--- src/hdl/rtcsc_pkg.sv ---
// Types, constants and BCD helper functions of the time synchronisation check.
// Used by every module of the block; depends on nothing.
package rtcsc_pkg;

  localparam int unsigned NUM_STAGES = 6;

  localparam logic [7:0] CFG_MIN_YEAR    = 8'd0;
  localparam logic [7:0] CFG_MIN_MONTH   = 8'd1;
  localparam logic [7:0] CFG_MIN_DAY     = 8'd2;
  localparam logic [7:0] CFG_DRIFT_LIMIT = 8'd3;

  localparam logic [6:0]  RST_MIN_YEAR    = 7'd24;
  localparam logic [3:0]  RST_MIN_MONTH   = 4'd1;
  localparam logic [4:0]  RST_MIN_DAY     = 5'd1;
  localparam logic [15:0] RST_DRIFT_LIMIT = 16'd2;

  localparam logic [7:0] MASTER_BYTES = 8'd7;

  localparam logic [7:0] MAX_SEC   = 8'd59;
  localparam logic [7:0] MAX_MIN   = 8'd59;
  localparam logic [7:0] MAX_HOUR  = 8'd23;
  localparam logic [7:0] MAX_WDAY  = 8'd7;
  localparam logic [7:0] MAX_DAY   = 8'd31;
  localparam logic [7:0] MAX_MONTH = 8'd12;
  localparam logic [7:0] MAX_YEAR  = 8'd99;

  localparam logic [3:0] MAX_DIGIT = 4'h9;

  localparam int unsigned BASE_YEAR      = 2000;
  localparam int unsigned DAYS_PER_YEAR  = 372;
  localparam int unsigned DAYS_PER_MONTH = 31;
  localparam int unsigned HOURS_PER_DAY  = 24;
  localparam int unsigned MINS_PER_HOUR  = 60;
  localparam int unsigned SECS_PER_MIN   = 60;

  typedef enum logic [1:0] {
    VERDICT_REJECT = 2'd0,
    VERDICT_RTC_BAD = 2'd1,
    VERDICT_DRIFT  = 2'd2,
    VERDICT_OK     = 2'd3
  } verdict_e;

  typedef struct packed {
    logic [6:0]  min_year;
    logic [3:0]  min_month;
    logic [4:0]  min_day;
    logic [15:0] drift_limit;
  } cfg_t;

  // Decoded fields of one time, narrowed to the range of a valid value.
  typedef struct packed {
    logic [6:0] year;
    logic [3:0] month;
    logic [4:0] day;
    logic [4:0] hour;
    logic [5:0] minute;
    logic [5:0] second;
  } tval_t;

  // Advance enables of the second-count stages two to five.
  typedef struct packed {
    logic s2;
    logic s3;
    logic s4;
    logic s5;
  } adv_t;

  function automatic logic [7:0] bcd_val(input logic [7:0] b);
    return 8'(b[7:4]) * 8'd10 + 8'(b[3:0]);
  endfunction

  function automatic logic bcd_ok(input logic [7:0] b, input logic [7:0] max_dec);
    return (b[7:4] <= MAX_DIGIT) && (b[3:0] <= MAX_DIGIT) && (bcd_val(b) <= max_dec);
  endfunction

endpackage

--- src/hdl/rtcsc_time_dec.sv ---
// Decodes one seven-byte BCD time and checks it against the digit, range
// and minimum-date rules. Depends on rtcsc_pkg.
module rtcsc_time_dec (
  input  logic [55:0]       time_i,
  input  rtcsc_pkg::cfg_t   cfg_i,
  output rtcsc_pkg::tval_t  val_o,
  output logic              ok_o
);

  logic [7:0] b_sec, b_min, b_hour, b_wday, b_day, b_mon, b_year;
  logic [7:0] v_sec, v_min, v_hour, v_wday, v_day, v_mon, v_year;
  logic       digits_ok, fields_ok, before_min;

  assign b_sec  = time_i[7:0];
  assign b_min  = time_i[15:8];
  assign b_hour = time_i[23:16];
  assign b_wday = time_i[31:24];
  assign b_day  = time_i[39:32];
  assign b_mon  = time_i[47:40];
  assign b_year = time_i[55:48];

  assign v_sec  = rtcsc_pkg::bcd_val(b_sec);
  assign v_min  = rtcsc_pkg::bcd_val(b_min);
  assign v_hour = rtcsc_pkg::bcd_val(b_hour);
  assign v_wday = rtcsc_pkg::bcd_val(b_wday);
  assign v_day  = rtcsc_pkg::bcd_val(b_day);
  assign v_mon  = rtcsc_pkg::bcd_val(b_mon);
  assign v_year = rtcsc_pkg::bcd_val(b_year);

  assign digits_ok = rtcsc_pkg::bcd_ok(b_sec,  rtcsc_pkg::MAX_SEC)
                  && rtcsc_pkg::bcd_ok(b_min,  rtcsc_pkg::MAX_MIN)
                  && rtcsc_pkg::bcd_ok(b_hour, rtcsc_pkg::MAX_HOUR)
                  && rtcsc_pkg::bcd_ok(b_wday, rtcsc_pkg::MAX_WDAY)
                  && rtcsc_pkg::bcd_ok(b_day,  rtcsc_pkg::MAX_DAY)
                  && rtcsc_pkg::bcd_ok(b_mon,  rtcsc_pkg::MAX_MONTH)
                  && rtcsc_pkg::bcd_ok(b_year, rtcsc_pkg::MAX_YEAR);

  assign fields_ok = (v_wday != 8'd0) && (v_day != 8'd0) && (v_mon != 8'd0);

  // The minimum registers are compared as written, even when out of range.
  always_comb begin
    before_min = 1'b0;
    if (v_year < 8'(cfg_i.min_year)) begin
      before_min = 1'b1;
    end else if (v_year == 8'(cfg_i.min_year)) begin
      if (v_mon < 8'(cfg_i.min_month)) begin
        before_min = 1'b1;
      end else if (v_mon == 8'(cfg_i.min_month) && v_day < 8'(cfg_i.min_day)) begin
        before_min = 1'b1;
      end
    end
  end

  assign ok_o = digits_ok && fields_ok && !before_min;

  assign val_o.year   = 7'(v_year);
  assign val_o.month  = 4'(v_mon);
  assign val_o.day    = 5'(v_day);
  assign val_o.hour   = 5'(v_hour);
  assign val_o.minute = 6'(v_min);
  assign val_o.second = 6'(v_sec);

endmodule

--- src/hdl/rtcsc_sec_pipe.sv ---
// Four-stage constant-multiplier chain that turns decoded time fields into
// an approximate 32-bit second count. Depends on rtcsc_pkg.
module rtcsc_sec_pipe (
  input  logic              clk_i,
  input  rtcsc_pkg::adv_t   adv_i,
  input  rtcsc_pkg::tval_t  val_i,
  output logic [31:0]       secs_o
);

  logic [11:0] yr_full;
  logic [19:0] days_d, days_q;
  logic [24:0] hrs_d, hrs_q;
  logic [30:0] mins_d, mins_q;
  logic [31:0] secs_d, secs_q;
  logic [4:0]  hour_s2_q;
  logic [5:0]  min_s2_q, min_s3_q;
  logic [5:0]  sec_s2_q, sec_s3_q, sec_s4_q;

  assign yr_full = 12'(rtcsc_pkg::BASE_YEAR) + 12'(val_i.year);
  assign days_d  = 20'(32'(yr_full) * 32'(rtcsc_pkg::DAYS_PER_YEAR)
                     + 32'(val_i.month) * 32'(rtcsc_pkg::DAYS_PER_MONTH)
                     + 32'(val_i.day));
  assign hrs_d   = 25'(32'(days_q) * 32'(rtcsc_pkg::HOURS_PER_DAY) + 32'(hour_s2_q));
  assign mins_d  = 31'(32'(hrs_q) * 32'(rtcsc_pkg::MINS_PER_HOUR) + 32'(min_s3_q));
  // The count wraps modulo 2^32 here, as the 32-bit arithmetic does.
  assign secs_d  = 32'(mins_q) * 32'(rtcsc_pkg::SECS_PER_MIN) + 32'(sec_s4_q);

  always_ff @(posedge clk_i) begin
    if (adv_i.s2) begin
      days_q    <= days_d;
      hour_s2_q <= val_i.hour;
      min_s2_q  <= val_i.minute;
      sec_s2_q  <= val_i.second;
    end
    if (adv_i.s3) begin
      hrs_q    <= hrs_d;
      min_s3_q <= min_s2_q;
      sec_s3_q <= sec_s2_q;
    end
    if (adv_i.s4) begin
      mins_q   <= mins_d;
      sec_s4_q <= sec_s3_q;
    end
    if (adv_i.s5) begin
      secs_q <= secs_d;
    end
  end

  assign secs_o = secs_q;

endmodule

--- src/hdl/rtc_time_sync_check_unit.sv ---
// Top level of the time synchronisation check: decode, second-count pipeline,
// compare and output stage. Depends on rtcsc_pkg, rtcsc_time_dec, rtcsc_sec_pipe.

// The block takes one master/RTC time pair per cycle while input ready is high
// and returns one verdict per pair. Each pair passes six register stages: BCD
// decode and checks, day count, hour count, minute count, second count, and the
// drift compare that feeds the output register. Each stage moves on when its
// successor has room, so a stall on the output fills the pipeline before input
// ready falls. Configuration writes are always accepted and must only be made
// while the block is empty; a write to an index beyond the four registers is
// ignored.
module rtc_time_sync_check_unit (
  input  logic        clk_i,
  input  logic        rst_ni,
  input  logic        cfg_valid_i,
  output logic        cfg_ready_o,
  input  logic [7:0]  cfg_index_i,
  input  logic [15:0] cfg_data_i,
  input  logic        in_valid_i,
  output logic        in_ready_o,
  input  logic [55:0] master_time_i,
  input  logic [7:0]  master_count_i,
  input  logic [55:0] rtc_time_i,
  input  logic        rtc_read_ok_i,
  output logic        out_valid_o,
  input  logic        out_ready_i,
  output logic [1:0]  verdict_o,
  output logic        write_rtc_o,
  output logic [31:0] drift_seconds_o
);

  localparam int unsigned LAST = rtcsc_pkg::NUM_STAGES - 1;

  rtcsc_pkg::cfg_t   cfg_q;
  rtcsc_pkg::tval_t  mval_d, rval_d, mval_q, rval_q;
  rtcsc_pkg::adv_t   adv;
  logic              mok_d, rok_d, m_time_ok, r_time_ok;
  logic [LAST:0]     v_q, rdy;
  logic [LAST-1:0]   mok_q, rok_q;
  logic [31:0]       msecs, rsecs, diff;
  rtcsc_pkg::verdict_e verdict_d, verdict_q;
  logic              write_d, write_q;
  logic [31:0]       drift_d, drift_q;

  // Configuration registers.
  assign cfg_ready_o = 1'b1;

  always_ff @(posedge clk_i or negedge rst_ni) begin
    if (!rst_ni) begin
      cfg_q.min_year    <= rtcsc_pkg::RST_MIN_YEAR;
      cfg_q.min_month   <= rtcsc_pkg::RST_MIN_MONTH;
      cfg_q.min_day     <= rtcsc_pkg::RST_MIN_DAY;
      cfg_q.drift_limit <= rtcsc_pkg::RST_DRIFT_LIMIT;
    end else if (cfg_valid_i) begin
      case (cfg_index_i)
        rtcsc_pkg::CFG_MIN_YEAR:    cfg_q.min_year    <= cfg_data_i[6:0];
        rtcsc_pkg::CFG_MIN_MONTH:   cfg_q.min_month   <= cfg_data_i[3:0];
        rtcsc_pkg::CFG_MIN_DAY:     cfg_q.min_day     <= cfg_data_i[4:0];
        rtcsc_pkg::CFG_DRIFT_LIMIT: cfg_q.drift_limit <= cfg_data_i;
        default: ;
      endcase
    end
  end

  // A stage may load when it is empty or its successor takes its item.
  always_comb begin
    rdy[LAST] = !v_q[LAST] || out_ready_i;
    for (int k = LAST - 1; k >= 0; k--) begin
      rdy[k] = !v_q[k] || rdy[k+1];
    end
  end

  assign in_ready_o = rdy[0];
  assign adv.s2 = rdy[1];
  assign adv.s3 = rdy[2];
  assign adv.s4 = rdy[3];
  assign adv.s5 = rdy[4];

  // Stage one: decode and check both times.
  rtcsc_time_dec u_mdec (
    .time_i (master_time_i),
    .cfg_i  (cfg_q),
    .val_o  (mval_d),
    .ok_o   (m_time_ok)
  );

  rtcsc_time_dec u_rdec (
    .time_i (rtc_time_i),
    .cfg_i  (cfg_q),
    .val_o  (rval_d),
    .ok_o   (r_time_ok)
  );

  assign mok_d = (master_count_i == rtcsc_pkg::MASTER_BYTES) && m_time_ok;
  assign rok_d = rtc_read_ok_i && r_time_ok;

  always_ff @(posedge clk_i or negedge rst_ni) begin
    if (!rst_ni) begin
      v_q <= '0;
    end else begin
      if (rdy[0]) begin
        v_q[0] <= in_valid_i;
      end
      for (int k = 1; k <= LAST; k++) begin
        if (rdy[k]) begin
          v_q[k] <= v_q[k-1];
        end
      end
    end
  end

  always_ff @(posedge clk_i) begin
    if (rdy[0]) begin
      mval_q   <= mval_d;
      rval_q   <= rval_d;
      mok_q[0] <= mok_d;
      rok_q[0] <= rok_d;
    end
    for (int k = 1; k < LAST; k++) begin
      if (rdy[k]) begin
        mok_q[k] <= mok_q[k-1];
        rok_q[k] <= rok_q[k-1];
      end
    end
  end

  // Stages two to five: second counts of both times.
  rtcsc_sec_pipe u_msec (
    .clk_i  (clk_i),
    .adv_i  (adv),
    .val_i  (mval_q),
    .secs_o (msecs)
  );

  rtcsc_sec_pipe u_rsec (
    .clk_i  (clk_i),
    .adv_i  (adv),
    .val_i  (rval_q),
    .secs_o (rsecs)
  );

  // Stage six: drift and verdict into the output register.
  assign diff = (msecs > rsecs) ? (msecs - rsecs) : (rsecs - msecs);

  always_comb begin
    verdict_d = rtcsc_pkg::VERDICT_REJECT;
    write_d   = 1'b0;
    drift_d   = '0;
    if (!mok_q[LAST-1]) begin
      verdict_d = rtcsc_pkg::VERDICT_REJECT;
    end else if (!rok_q[LAST-1]) begin
      verdict_d = rtcsc_pkg::VERDICT_RTC_BAD;
      write_d   = 1'b1;
    end else begin
      drift_d = diff;
      if (diff > 32'(cfg_q.drift_limit)) begin
        verdict_d = rtcsc_pkg::VERDICT_DRIFT;
        write_d   = 1'b1;
      end else begin
        verdict_d = rtcsc_pkg::VERDICT_OK;
      end
    end
  end

  always_ff @(posedge clk_i) begin
    if (rdy[LAST]) begin
      verdict_q <= verdict_d;
      write_q   <= write_d;
      drift_q   <= drift_d;
    end
  end

  assign out_valid_o     = v_q[LAST];
  assign verdict_o       = verdict_q;
  assign write_rtc_o     = write_q;
  assign drift_seconds_o = drift_q;

endmodule

--- config.mk ---
export PLATFORM = sky130hd
export DESIGN_NAME = rtc_time_sync_check_unit
export DESIGN_NICKNAME = d
export VERILOG_FILES = /design/src/hdl/rtcsc_pkg.sv /design/src/hdl/rtcsc_time_dec.sv /design/src/hdl/rtcsc_sec_pipe.sv /design/src/hdl/rtc_time_sync_check_unit.sv
export SDC_FILE = /design/constraint.sdc
export NUM_CORES = 2
export LEC_CHECK = 0
export BUFFER_PORTS_ARGS = -buffer_cell sky130_fd_sc_hd__buf_2
export CAP_MARGIN = 20
export CORE_ASPECT_RATIO = 0.5
export CORE_MARGIN = 2
export CORE_UTILIZATION = 40
export DETAILED_ROUTE_END_ITERATION = 12
export SYNTH_ARGS = -nofsm -noshare
export SYNTH_HDL_FRONTEND = slang
export SYNTH_HIERARCHICAL = 1
export SYNTH_SLANG_ARGS = --single-unit
--- constraint.sdc ---
create_clock -name clk_i -period 5.31 [get_ports clk_i]
set_input_delay 0.531 -clock clk_i [delete_from_list [all_inputs] [get_ports clk_i]]
set_output_delay 0.531 -clock clk_i [all_outputs]
set_load 0.01 [all_outputs]
# Word-level counts from Yosys, hierarchy flattened
# Cells that the tools add are included.
# totals
register_bits,435
latchBits,0
mem_bits_rw,0
mem_bits_ro,0
inputBits,150
output_inout_bits,38
word_cells,257
n_memories,0
# classes
add_sub_neg,28
mul,24
n_div,0
magnitude_cmp,50
eq_ne,8
shifts,0
mux,13
bitwise_logic,0
n_reduce_logical,78
# op_table
operator,count
adder 8 x 4 -> 8 bit,14
less-or-equal comparator 4 bit (second input constant),28
multiplier 4 x 3 -> 7 bit (second input constant),14
adder 32 x 6 -> 32 bit,2
subtractor 32 bit,2
adder 31 x 6 -> 31 bit,2
multiplier 31 x 4 -> 30 bit (second input constant),2
multiplier 25 x 4 -> 29 bit (second input constant),2
logical AND 1 bit,52
adder 25 x 5 -> 25 bit,2
nonzero test 8 bit,6
multiplier 20 x 2 -> 22 bit (second input constant),2
adder 20 x 5 -> 20 bit,2
adder 20 x 9 -> 20 bit,2
multiplier 12 x 7 -> 18 bit (second input constant),2
greater-than comparator 32 x 16 -> 1 bit,1
greater-than comparator 32 bit,1
less-or-equal comparator 8 x 5 -> 1 bit (second input constant),4
less-or-equal comparator 8 x 6 -> 1 bit (second input constant),4
two-way mux 32 bit,1
adder 11 x 7 -> 12 bit (first input constant),2
multiplier 4 x 5 -> 9 bit (second input constant),2
== test 8 x 2 -> 1 bit (second input constant),2
== test 8 x 4 -> 1 bit,2
14 further kinds,48

# Logic depth before layout (Yosys ltp)
# logic_depth
depth_word,13
depth_mapped,25
depth_no_buf,23

# Cells and area by module
# The synthesis kept the hierarchy.
# modules_own_cells
module,instances,cells_each,area_each_um2,seq_area_each_um2
rtcsc_sec_pipe (u_rsec),1,1449,15275.9,4264.1
rtcsc_sec_pipe (u_msec),1,1328,14401.3,4264.1
rtc_time_sync_check_unit,1,853,9076.2,4290.4
rtcsc_time_dec (u_mdec),1,287,2411.1,0.0
rtcsc_time_dec (u_rdec),1,300,2403.6,0.0

# Worst setup path after synthesis
# Ideal clock, no wire load.
# synth_timing
path_kind,input -> register
from,input out_ready_i
to,register mok_q[0] (enable)
setup_ps,924
arrival_ps,4867
t_required_ps,4386
setup_slack_ps,-481
path_stages,4
path_buffers,0
cell_sequence,nor2b_1 -> nand3_1 -> nor2_1 -> nand3_1
# synth_lines
item,line_no,text
start: declaration,rtc_time_sync_check_unit.sv:26,"input logic out_ready_i,"
end signal: assignment,rtc_time_sync_check_unit.sv:116,mok_q[0] <= mok_d;
end signal: indexed assignment,rtc_time_sync_check_unit.sv:121,mok_q[k] <= mok_q[k-1];
end: declaration,rtc_time_sync_check_unit.sv:39,"logic [LAST-1:0] mok_q, rok_q;"

# Final worst setup path
# layout_timing
from,register rval_q[30] (netlist bit)
to,register u_rsec.days_q[19] (data pin)
# layout_between
elab_chain_cells,4
# layout_lines
item,line_no,text
start: declaration,rtc_time_sync_check_unit.sv:35,"rtcsc_pkg::tval_t mval_d, rval_d, mval_q, rval_q;"
start signal: assignment,rtc_time_sync_check_unit.sv:115,rval_q <= rval_d;
adder 11 x 7 -> 12 bit,rtcsc_sec_pipe.sv:19,assign yr_full = 12'(rtcsc_pkg::BASE_YEAR) + 12'(val_i.year);
multiplier 12 x 7 -> 18 bit,rtcsc_sec_pipe.sv:20,assign days_d = 20'(32'(yr_full) * 32'(rtcsc_pkg::DAYS_PER_YEAR)
adder 20 x 9 -> 20 bit,rtcsc_sec_pipe.sv:21,+ 32'(val_i.month) * 32'(rtcsc_pkg::DAYS_PER_MONTH)
adder 20 x 5 -> 20 bit,rtcsc_sec_pipe.sv:22,+ 32'(val_i.day));
named net u_rsec.days_d[19],rtcsc_sec_pipe.sv:11,"logic [19:0] days_d, days_q;"
end signal: assignment,rtcsc_sec_pipe.sv:30,days_q <= days_d;
end: declaration,rtcsc_sec_pipe.sv:11,
# The timed path passes the listed nets, and every way through them passes these cells.
# A chain may end at the register's enable or synchronous reset.

==> qor.txt <==
Synthesis Warnings = 6
Slew Viols, Final = 0
DRC errors left = 0
Post-synth top area share = 0.2722
Syn Inst Count = 4217
Count of buffers from port buffering = 186
Clk buf depth = 3
GRT Residual Overflow = 0
DR WL/cell = 18.28 um
Hold Path Class = input port to async pin
Worst Tran Pin Value = 1.152 ns
Min Hold Slack = 0.01270 ns
Core ar. = 107700 um^2
Pin count of the biggest net entering global routing = 78
Fraction of layout cells with a size suffix above 1 = 0.1214
Crit start category = register
Syn Area/Cell = 10.33 um^2
Status = complete, no violations
CTS tree = done
Fillers = 10149
WL final = 108300 um
Cell Area, Synth = 43570 um^2
Hold buffer count at cts = 0
Initial Util = 0.4044
Max_cap viols = 0
Initial detailed-routing violation count = 1864
Worst Path Buf+Inv = 4
Global-route wire length before repair = 171200 um
Synth Register Bits = 433
Tmin final = 5.152 ns
R2R Setup Slk = 0.16 ns
Clock Skews = 0.03510 ns
Tcrit/Tclk final = 0.9702
Clock Sinks = 433
Crit-path max FO = 3
Inserted Clock Buffers = 47
GRT Total Usage = 0.1903
Number of failing hold endpoints at the final stage = 0
Slowest stage delay, CP = 0.53 ns
WS Path Type = register to register
Die Width = 470.7 um
P&R area growth vs syn = 11.07%
Final ANT Viol Nets = 0
Nets@finish = 5410
RSZ-0062 raised after global routing = true
Register Area = 12820 um^2
CTS H-Tree Depth = 2
Cell with the most instances after synthesis = ha_1
Area of the multi-input gates = 29110 um^2
Die height = 237.4 um
Die Footprint = 111700 um^2
Root Driver = clkbuf_16
Cell variety after synth = 125
HPWL after DPL = 90640 um
Initial antenna violation count = 27
Vias in the first global route = 31555
Worst path slowest cell = fa_1
Critical path, cell by cell = ha_2, inv_1, ha_1, inv_2, ha_4, fa_1, fa_1, inv_1, fa_1, inv_1, ha_4, o21a_1, o21a_4, a41oi_4, a22oi_2, mux2i_2, a31o_2, or4_4, xnor2_1
Setup violations, final = 0
Vias per Instance = 5.357
CP required = 5.68 ns
Top post-synthesis cells by count = 511 x ha_1, 408 x inv_1, 395 x edfxtp_1
Mapped Nets = 5184
RePlAce Congestion = 0.9285
Site Rows = 85
Post-synth EDFFs = 395
I/O Pins = 188
Fmax = 0.1941 GHz
Ys async rst share = 0.08776
DR vias = 31738
Top area cells in the synthesized netlist = edfxtp_1 27%, ha_1 15%, fa_1 14%
Crit end category = register
Ys flop type = edfxtp_1
Crit path max-delay family = adder cells
Worst path arrival time = 5.52 ns
Sequential share of the synthesized area = 0.2942
Clock latency on the worst-skew pair = 0.62 ns
First-pass iteration count of the detailed router = 6
Area leader, netlist = edfxtp_1
Clock transition at path regs = 0.07 ns
Worst slew margin = 0.2240
==> metrics by stage <==
step                instances  worst slack (ns)   TNS, ns  instance area [um^2]  utilization
detailed placement       5822          -0.08004  -0.08004                 46410       0.4308
CTS                      5911          0.005087         0                 48030       0.4458
floorplan                4217          -0.08601    -6.537                 43570            -
finish                   5925            0.1583         0                 48390       0.4491
global route             5923          -0.09087   -0.1507                 48380       0.4491
global placement         5821           0.05963         0                 46410       0.4308
==> placed cells by master (no fill, tap or decap), drive strengths merged, types with 16 or more instances in the layout <==
| cell | n |
|---|---|
| a211o | 22 |
| a21o | 104 |
| or3 | 33 |
| nor4 | 32 |
| nor3b | 19 |
| nand2b | 41 |
| o31ai | 16 |
| buf | 264 |
| mux2 | 35 |
| xor2 | 125 |
| and2 | 46 |
| xnor2 | 260 |
| inv | 417 |
| clkbuf | 55 |
| ha | 511 |
| o21a | 36 |
| o211ai | 39 |
| nor2 | 231 |
| o21ai | 201 |
| nand4 | 75 |
| nor3 | 89 |
| fa | 306 |
| mux2i | 24 |
| or2 | 18 |
| a21oi | 263 |
| a211oi | 51 |
| a31oi | 30 |
| o21bai | 22 |
| dfrtp | 33 |
| nand2 | 219 |
| edfxtp | 395 |
| nand3 | 102 |
| and3 | 32 |
| nor2b | 48 |
==> sequential cells by signal, indices dropped and copies added, names as in the netlist, 6 cells and up <==
signal           cells
cfg_q               32
drift_seconds_o     32
mval_q              33
rval_q              33
u_msec/days_q       20
u_msec/hrs_q        25
u_msec/min_s2_q      6
u_msec/min_s3_q      6
u_msec/mins_q       30
u_msec/sec_s2_q      6
u_msec/sec_s3_q      6
u_msec/sec_s4_q      6
u_msec/secs_o       32
u_rsec/days_q       20
u_rsec/hrs_q        25
u_rsec/min_s2_q      6
u_rsec/min_s3_q      6
u_rsec/mins_q       30
u_rsec/sec_s2_q      6
u_rsec/sec_s3_q      6
u_rsec/sec_s4_q      6
u_rsec/secs_o       32
v_q                  6
==> worst paths after layout <==
check                                     start                      endpoint  depth (start not counted)
max                        rval_q[30]$_DFFE_PP_   u_rsec/days_q[19]$_DFFE_PP_                         19
min                                      rst_ni         cfg_q[31]$_DFFE_PN0P_                          2
max reg2reg                rval_q[30]$_DFFE_PP_   u_rsec/days_q[19]$_DFFE_PP_                         19
min reg2reg                rval_q[11]$_DFFE_PP_  u_rsec/min_s2_q[5]$_DFFE_PP_                          0
max in group asynchronous                rst_ni         cfg_q[15]$_DFFE_PN0P_                          2
min in group clk_i                rtc_time_i[8]           rval_q[6]$_DFFE_PP_                          1
==> layer usage <==
metal	routed length (um)	share of wire	track usage	vias up
li1	-	-	-	15748
met1	53400	0.49	0.2780	15279
met2	47730	0.44	0.2992	561
met3	4604	0.043	0.02439	140
met4	2527	0.023	0.04599	10
met5	55	0.00051	0	-
==> kinds of logic after synthesis <==
kind of cell / Yosys count / synth area share
xor+xnor: 385 / 0.07791
simple gates: 1066 / 0.1321
buf+inv: 495 / 0.04575
other cells: 1 / 0.00008607
flops: 433 / 0.2942
compound gates: 961 / 0.1480
fa+ha+maj: 817 / 0.2874
mux: 59 / 0.01456
==> layout make-up <==
type                            instances  area share
Multi-Input combinational cell       3289      0.6016
Sequential cell                       433      0.2649
Tap cell                             1435     0.03710
Timing Repair Buffer                  264     0.03186
Inverter                              408     0.03165
Clock buffer                           55     0.02513
Clock inverter                         33    0.007369
Antenna cell                            8   0.0004137
==> what timing repair did <==
item / in CTS / in global routing
setup endpoints to repair: 1 / 12
gates resized for setup: 11 / 61
pin swaps: 2 / 21
setup buffers: 1 / 5
Power is left out: the tool's default activity adds up to more than one toggle a clock period on the data nets, which glitch-free logic cannot reach.
